## src/rtl/pcmmix_pkg.sv

```systemverilog
// Shared widths, codes and constants of the PCM mixer.
package pcmmix_pkg;

	localparam int NUM_SOURCES = 4;
	localparam int SAMPLE_W    = 16;
	localparam int VOL_W       = 8;
	localparam int COUNT_W     = 3;
	localparam int CFG_IDX_W   = $clog2(NUM_SOURCES + 2);

	localparam int SUM_W       = SAMPLE_W + $clog2(NUM_SOURCES);
	localparam int CH_MAG_W    = SAMPLE_W + VOL_W - 1;
	localparam int CH_Q_W      = SAMPLE_W;
	localparam int MS_MAG_W    = SUM_W + VOL_W - 1;
	localparam int MS_Q_W      = SUM_W;

	localparam int RECIP_W     = 25;
	localparam int RECIP_SHIFT = 32;
	localparam logic [RECIP_W-1:0] RECIP_255 = 25'h1010102;

	localparam logic [VOL_W-1:0]   VOL_UNITY = 8'hFF;
	localparam logic [VOL_W-1:0]   VOL_MUTE  = 8'h00;
	localparam logic [COUNT_W-1:0] COUNT_RST = 3'd4;

	localparam logic signed [SAMPLE_W-1:0] OUT_MIN = 16'sh8000;
	localparam logic signed [SAMPLE_W-1:0] OUT_MAX = 16'sh7FFF;

	localparam logic [CFG_IDX_W-1:0] CFG_MASTER = CFG_IDX_W'(0);
	localparam logic [CFG_IDX_W-1:0] CFG_COUNT  = CFG_IDX_W'(1);
	localparam logic [CFG_IDX_W-1:0] CFG_GAIN0  = CFG_IDX_W'(2);

endpackage

```

## src/rtl/pcm_mixer_volume_saturate.sv

```systemverilog
// Top level of the PCM mixer: per-source volume, sum, master volume, clamp.
//
// Takes one frame of four signed 16-bit samples per clock while in_stall is low and returns
// one mixed sample per frame. Each volume stage divides by 255 through a reciprocal multiply
// followed by a one-step correction, which sets the depth: multiply, reciprocal multiply and
// correct for the sources, then a register for the sum, then the same three steps for the
// master volume, with the clamp in the last stage. Stages advance independently, so bubbles
// close up while the output is stalled; in_stall rises only when the output holds a result
// that is not taken and every stage behind it is full. The user must make configuration writes
// only after the block has drained, to take effect on frames accepted after; it is not enforced.
module pcm_mixer_volume_saturate
	import pcmmix_pkg::*;
(
	input  logic                        clk,
	input  logic                        arst_n,
	input  logic                        cfg_we,
	input  logic [CFG_IDX_W-1:0]        cfg_index,
	input  logic [VOL_W-1:0]            cfg_data,
	input  logic                        in_valid,
	output logic                        in_stall,
	input  logic signed [SAMPLE_W-1:0]  sample_0,
	input  logic signed [SAMPLE_W-1:0]  sample_1,
	input  logic signed [SAMPLE_W-1:0]  sample_2,
	input  logic signed [SAMPLE_W-1:0]  sample_3,
	input  logic                        last_frame,
	output logic                        out_valid,
	input  logic                        out_stall,
	output logic signed [SAMPLE_W-1:0]  mixed_sample,
	output logic                        last
);

	logic [VOL_W-1:0]   master_q;
	logic [COUNT_W-1:0] count_q;
	logic [VOL_W-1:0]   gain_q [NUM_SOURCES];

	always_ff @(posedge clk or negedge arst_n) begin
		if (!arst_n) begin
			master_q <= VOL_UNITY;
			count_q  <= COUNT_RST;
			for (int c = 0; c < NUM_SOURCES; c++) begin
				gain_q[c] <= VOL_UNITY;
			end
		end else if (cfg_we) begin
			if (cfg_index == CFG_MASTER) begin
				master_q <= cfg_data;
			end
			if (cfg_index == CFG_COUNT) begin
				count_q <= cfg_data[COUNT_W-1:0];
			end
			for (int c = 0; c < NUM_SOURCES; c++) begin
				if (cfg_index == CFG_GAIN0 + CFG_IDX_W'(c)) begin
					gain_q[c] <= cfg_data;
				end
			end
		end
	end

	logic valid_s1, valid_s2, valid_s3, valid_s4, valid_s5, valid_s6, valid_s7;
	logic adv_s1, adv_s2, adv_s3, adv_s4, adv_s5, adv_s6, adv_s7;

	assign adv_s7   = !valid_s7 || !out_stall;
	assign adv_s6   = !valid_s6 || adv_s7;
	assign adv_s5   = !valid_s5 || adv_s6;
	assign adv_s4   = !valid_s4 || adv_s5;
	assign adv_s3   = !valid_s3 || adv_s4;
	assign adv_s2   = !valid_s2 || adv_s3;
	assign adv_s1   = !valid_s1 || adv_s2;
	assign in_stall = !adv_s1;
	assign out_valid = valid_s7;

	always_ff @(posedge clk or negedge arst_n) begin
		if (!arst_n) begin
			valid_s1 <= 1'b0;
			valid_s2 <= 1'b0;
			valid_s3 <= 1'b0;
			valid_s4 <= 1'b0;
			valid_s5 <= 1'b0;
			valid_s6 <= 1'b0;
			valid_s7 <= 1'b0;
		end else begin
			if (adv_s1) valid_s1 <= in_valid;
			if (adv_s2) valid_s2 <= valid_s1;
			if (adv_s3) valid_s3 <= valid_s2;
			if (adv_s4) valid_s4 <= valid_s3;
			if (adv_s5) valid_s5 <= valid_s4;
			if (adv_s6) valid_s6 <= valid_s5;
			if (adv_s7) valid_s7 <= valid_s6;
		end
	end

	// source lanes
	logic signed [SAMPLE_W-1:0]    smp_in [NUM_SOURCES];
	logic signed [CH_MAG_W+1:0]    ch_prod [NUM_SOURCES];
	logic [CH_MAG_W+RECIP_W-1:0]   ch_est [NUM_SOURCES];
	logic [CH_MAG_W:0]             ch_p255 [NUM_SOURCES];
	logic [CH_Q_W-1:0]             ch_qc [NUM_SOURCES];
	logic signed [SAMPLE_W-1:0]    ch_val [NUM_SOURCES];

	logic signed [SAMPLE_W-1:0]    smp_s1 [NUM_SOURCES];
	logic [CH_MAG_W-1:0]           mag_s1 [NUM_SOURCES];
	logic                          neg_s1 [NUM_SOURCES];
	logic                          zero_s1 [NUM_SOURCES];
	logic                          unity_s1 [NUM_SOURCES];
	logic                          last_s1;

	logic signed [SAMPLE_W-1:0]    smp_s2 [NUM_SOURCES];
	logic [CH_MAG_W-1:0]           mag_s2 [NUM_SOURCES];
	logic [CH_Q_W-1:0]             q_s2 [NUM_SOURCES];
	logic                          neg_s2 [NUM_SOURCES];
	logic                          zero_s2 [NUM_SOURCES];
	logic                          unity_s2 [NUM_SOURCES];
	logic                          last_s2;

	logic signed [SAMPLE_W-1:0]    scaled_s3 [NUM_SOURCES];
	logic                          last_s3;

	assign smp_in[0] = sample_0;
	assign smp_in[1] = sample_1;
	assign smp_in[2] = sample_2;
	assign smp_in[3] = sample_3;

	always_comb begin
		for (int c = 0; c < NUM_SOURCES; c++) begin
			ch_prod[c] = (CH_MAG_W+2)'(smp_in[c]) * $signed({1'b0, gain_q[c]});
			ch_est[c]  = {{RECIP_W{1'b0}}, mag_s1[c]} * {{CH_MAG_W{1'b0}}, RECIP_255};
			ch_p255[c] = {q_s2[c], 8'b0} - {8'b0, q_s2[c]};
			ch_qc[c]   = (ch_p255[c] > {1'b0, mag_s2[c]}) ? q_s2[c] - 1'b1 : q_s2[c];
			if (zero_s2[c]) begin
				ch_val[c] = '0;
			end else if (unity_s2[c]) begin
				ch_val[c] = smp_s2[c];
			end else if (neg_s2[c]) begin
				ch_val[c] = -$signed(ch_qc[c]);
			end else begin
				ch_val[c] = $signed(ch_qc[c]);
			end
		end
	end

	always_ff @(posedge clk) begin
		if (adv_s1) begin
			last_s1 <= last_frame;
			for (int c = 0; c < NUM_SOURCES; c++) begin
				smp_s1[c]   <= smp_in[c];
				neg_s1[c]   <= ch_prod[c][CH_MAG_W+1];
				mag_s1[c]   <= ch_prod[c][CH_MAG_W+1] ? CH_MAG_W'(-ch_prod[c])
					: CH_MAG_W'(ch_prod[c]);
				zero_s1[c]  <= (gain_q[c] == VOL_MUTE) || (COUNT_W'(c) >= count_q);
				unity_s1[c] <= gain_q[c] == VOL_UNITY;
			end
		end
		if (adv_s2) begin
			last_s2 <= last_s1;
			for (int c = 0; c < NUM_SOURCES; c++) begin
				smp_s2[c]   <= smp_s1[c];
				mag_s2[c]   <= mag_s1[c];
				q_s2[c]     <= ch_est[c][RECIP_SHIFT+CH_Q_W-1:RECIP_SHIFT];
				neg_s2[c]   <= neg_s1[c];
				zero_s2[c]  <= zero_s1[c];
				unity_s2[c] <= unity_s1[c];
			end
		end
		if (adv_s3) begin
			last_s3 <= last_s2;
			for (int c = 0; c < NUM_SOURCES; c++) begin
				scaled_s3[c] <= ch_val[c];
			end
		end
	end

	// sum and master volume
	logic signed [SUM_W-1:0]       sum_acc;
	logic signed [MS_MAG_W+1:0]    ms_prod;
	logic [MS_MAG_W+RECIP_W-1:0]   ms_est;
	logic [MS_Q_W+7:0]             ms_p255;
	logic [MS_Q_W-1:0]             ms_qc;
	logic signed [MS_Q_W:0]        ms_val;

	logic signed [SUM_W-1:0]       sum_s4;
	logic                          last_s4;
	logic signed [SUM_W-1:0]       sum_s5;
	logic [MS_MAG_W-1:0]           mag_s5;
	logic                          neg_s5, zero_s5, unity_s5, last_s5;
	logic signed [SUM_W-1:0]       sum_s6;
	logic [MS_MAG_W-1:0]           mag_s6;
	logic [MS_Q_W-1:0]             q_s6;
	logic                          neg_s6, zero_s6, unity_s6, last_s6;

	always_comb begin
		sum_acc = '0;
		for (int c = 0; c < NUM_SOURCES; c++) begin
			sum_acc = sum_acc + SUM_W'(scaled_s3[c]);
		end
		ms_prod = (MS_MAG_W+2)'(sum_s4) * $signed({1'b0, master_q});
		ms_est  = {{RECIP_W{1'b0}}, mag_s5} * {{MS_MAG_W{1'b0}}, RECIP_255};
		ms_p255 = {q_s6, 8'b0} - {8'b0, q_s6};
		ms_qc   = (ms_p255 > (MS_Q_W+8)'(mag_s6)) ? q_s6 - 1'b1 : q_s6;
		if (zero_s6) begin
			ms_val = '0;
		end else if (unity_s6) begin
			ms_val = (MS_Q_W+1)'(sum_s6);
		end else if (neg_s6) begin
			ms_val = -$signed({1'b0, ms_qc});
		end else begin
			ms_val = $signed({1'b0, ms_qc});
		end
	end

	always_ff @(posedge clk) begin
		if (adv_s4) begin
			sum_s4  <= sum_acc;
			last_s4 <= last_s3;
		end
		if (adv_s5) begin
			sum_s5   <= sum_s4;
			neg_s5   <= ms_prod[MS_MAG_W+1];
			mag_s5   <= ms_prod[MS_MAG_W+1] ? MS_MAG_W'(-ms_prod) : MS_MAG_W'(ms_prod);
			zero_s5  <= master_q == VOL_MUTE;
			unity_s5 <= master_q == VOL_UNITY;
			last_s5  <= last_s4;
		end
		if (adv_s6) begin
			sum_s6   <= sum_s5;
			mag_s6   <= mag_s5;
			q_s6     <= ms_est[RECIP_SHIFT+MS_Q_W-1:RECIP_SHIFT];
			neg_s6   <= neg_s5;
			zero_s6  <= zero_s5;
			unity_s6 <= unity_s5;
			last_s6  <= last_s5;
		end
		if (adv_s7) begin
			if (ms_val < (MS_Q_W+1)'(OUT_MIN)) begin
				mixed_sample <= OUT_MIN;
			end else if (ms_val > (MS_Q_W+1)'(OUT_MAX)) begin
				mixed_sample <= OUT_MAX;
			end else begin
				mixed_sample <= SAMPLE_W'(ms_val);
			end
			last <= last_s6;
		end
	end

endmodule

```

## config.mk

```make
export PLATFORM = sky130hd
export DESIGN_NAME = pcm_mixer_volume_saturate
export DESIGN_NICKNAME = d
export VERILOG_FILES = /design/src/rtl/pcmmix_pkg.sv /design/src/rtl/pcm_mixer_volume_saturate.sv
export SDC_FILE = /design/constraint.sdc
export NUM_CORES = 2
export LEC_CHECK = 0
export BUFFER_PORTS_ARGS = -buffer_cell sky130_fd_sc_hd__buf_4
export CAP_MARGIN = 20
export CORE_ASPECT_RATIO = 2
export CORE_UTILIZATION = 50
export DETAILED_ROUTE_END_ITERATION = 8
export GPL_TIMING_DRIVEN = 0
export PLACE_DENSITY = 0.7
export SLEW_MARGIN = 10
export SYNTH_ARGS = -nofsm -noshare
export SYNTH_HDL_FRONTEND = slang
export SYNTH_SLANG_ARGS = --single-unit
```

## constraint.sdc

```tcl
create_clock -name clk -period 12.3 [get_ports clk]
set_input_delay 2.46 -clock clk [delete_from_list [all_inputs] [get_ports clk]]
set_output_delay 2.46 -clock clk [all_outputs]
set_load 0.02 [all_outputs]
```

==> metrics.cfg <==
[drt]
num_vias=52440
wire_per_inst_um=19.74
avgViaCountPerCell=5.616
drtAntennaViolNets=0
dr_wl_met3_um=6692
wl_um=184300
drc=0
drt-met1-wl_um=55380
top_layer=met5
drt_first_pass_iters=5
wl_met2_um=104600
drt_iter0_markers=2141

[floorplanning]
die_area_mm2=0.1468
start_util_pct=50.41
fp-row-count=197
die_w_um=271.4
core_mm2=0.1439
die_h_um=540.8
ios=100

[synth]
synth_top_area_share_pct=25.45
avgSynthCellArea_um2=10.07
ys_ff_latch=665
synthTopCellsByArea=edfxtp_1, ha_1, fa_1
synth_top_family_by_area=adder cells
synthMuxAreaShare_pct=0.8914
synth.most_common_cell=inv_1
synth_area_leader_cell=edfxtp_1
synth_cell_types=108
ys_warn_count=0
syn_inst=7205
syn_nets=9032
yosys.area_share.adder_pct=36.65
synth_xor_xnor_area_share_pct=6.266
ys_seq_area_share_pct=27.24
ys_top_cells_by_count=inv_1, ha_1, fa_1, edfxtp_1, nand2_1
async_flop_share_pct=7.519
synth_compound_area_share_pct=8.549
synth-edff-count=615
yosys.area_share.simple_pct=12.94
netlist_area_mm2=0.07257
ys.flop_type=edfxtp_1

[final_layout]
fin_util_pct=54.35
drive_gt1_share_pct=5.579
fin_area_mm2=0.07824
fin_nets=9213
area_growth_pct=7.812

[clocking]
clock_latency_ps=700
cts_htree_levels=2
cts.sinks=665
cts_tree=yes
cts-root-buf=clkbuf_16
ctsResizeCount=0
cts-buffers-inserted=61
post-cts-setup-buffers=0
cts_buffer_depth=3
path_clk_slew_ps=70
hold_buffers=0

[critical_path]
r2r_start=q_s6[0]$_DFFE_PP_
cpMaxStageDelayCell=nor4b_2
critPathLaunchType=flop
cp-startpoint=q_s6[0]$_DFFE_PP_
critPathArrivalTime_ps=10070
ff2ff_setup_slack_ps=2670
timing.rr.end=mixed_sample[6]$_SDFFCE_PP0P_
slowest_delay_ps=620
critPathMaxFanout=10
crit_path_end=mixed_sample[6]$_SDFFCE_PP0P_
r2r_cells=39
cp_data_required_time_ps=12740
endpoint_kind=flop
path_common_cell=o21ai_0
critPathKind=reg2reg

[timing]
rsz0062_at_grt=no
relSlewSlack_pct=26.25
finalClockSkew_ps=36.31
hold_viol=0
fin_setup_tns_ps=0
tightest_slew_ps=1098
max_freq_mhz=103.8
finalSetupViolations=0
timing.final.crit_share_pct=78.31
slew_viol_final=0
fin_crit_ps=9632

[flow_run]
max_cap_violations=0

[global_routing]
grtUsageTotal_pct=25.40
grt_max_degree=65
grt_pass1_wl_um=290300
antenna_found_initial=17
grt_pass1_vias=57020
overflow=0

[placement]
gp_congestion=0.9555
io_buffers=97
post_dp_cell_area_mm2=0.07602
place_hpwl_um=156800

[worst_hold_path]
hp-class=reg2reg

[status]
status=completed

critical path: cells and delay by family, from the launching register on:
kind,cells,cell delay [ps]
AOI/OAI and AO/OA,16,3280
and+or+nand+nor,12,2700
buffers and inverters,6,1690
adders and majority gates,3,720
DFF,1,560
muxes,1,240
xor gates and xnor gates,1,180
layer usage:
metal  up-vias  track usage [%]
li1      24450                -
met1     25740            21.09
met2      1431            51.75
met3       807            3.002
met4        16            20.61
met5         -                0
logic make-up after synthesis:
kind of cell | Yosys count
and+or+nand+nor | 1857
adders and majority gates | 1746
xor gates and xnor gates | 515
buffers and inverters | 1430
DFF | 665
AOI/OAI and AO/OA | 933
muxes | 59
metrics by stage:
step                instances  hold slack, ps  worst slack [ps]
floorplan                7205           400.3             635.2
global placement         9192           400.4             -2372
detailed placement       9213           404.5              2741
CTS                      9329           405.8              2790
global route             9330           417.9              2016
finish                   9337           410.7              2668
state kept, by name (all words and copies together) (netlist names), 8 cells and up:
register	count
sum_s4	18
scaled_s3	64
q_s6	18
master_q	8
smp_s2	64
mag_s6	25
mag_s2	92
sum_s5	18
gain_q	32
sum_s6	18
mixed_sample	16
q_s2	64
mag_s1	92
smp_s1	64
mag_s5	25
cell type report:
cell class	count	area [µm²]
tap	1890	2365
timing repair buffer	118	1065
clock buffer	67	1579
antenna	8	20.02
sequential	665	19770
inverter	1266	4752
fill	12830	65710
multi-input combinational	5110	47410
clock inverter	49	611.8
buffer	164	661.9
cells in the final DEF (no fill, tap or decap), drive strengths merged, types with 45 or more instances in the layout:
cell type,synthesis,layout
inv,1262,1276
ha,1113,1113
fa,633,633
edfxtp,615,615
nand2,540,540
and2,414,414
xnor2,392,392
nor2,329,329
a21oi,267,267
clkbuf,134,201
o21ai,161,161
buf,30,146
xor2,122,122
nor3,112,112
a21o,107,107
nand3,103,103
nand2b,70,70
o21a,56,56
a211oi,52,52
nand4,50,50
nor2b,45,45
mux2,45,45
worst min path at each step:
stage	slack, ps	from	cells after the start	end
final	410	smp_s1[3][4]$_DFFE_PN_	0	smp_s2[3][4]$_DFFE_PP_
after global routing	420	smp_s1[3][4]$_DFFE_PN_	0	smp_s2[3][4]$_DFFE_PP_
after CTS	410	smp_s1[3][4]$_DFFE_PN_	0	smp_s2[3][4]$_DFFE_PP_
after detailed placement	400	smp_s1[2][1]$_DFFE_PN_	0	smp_s2[2][1]$_DFFE_PP_
after global placement	400	smp_s1[3][9]$_DFFE_PN_	0	smp_s2[3][9]$_DFFE_PP_
after floorplan	400	last_s6$_DFFE_PP_	0	last$_DFFE_PP_
Power is left out: the tool's default activity adds up to more than one toggle a clock period on the data nets, which glitch-free logic cannot reach.
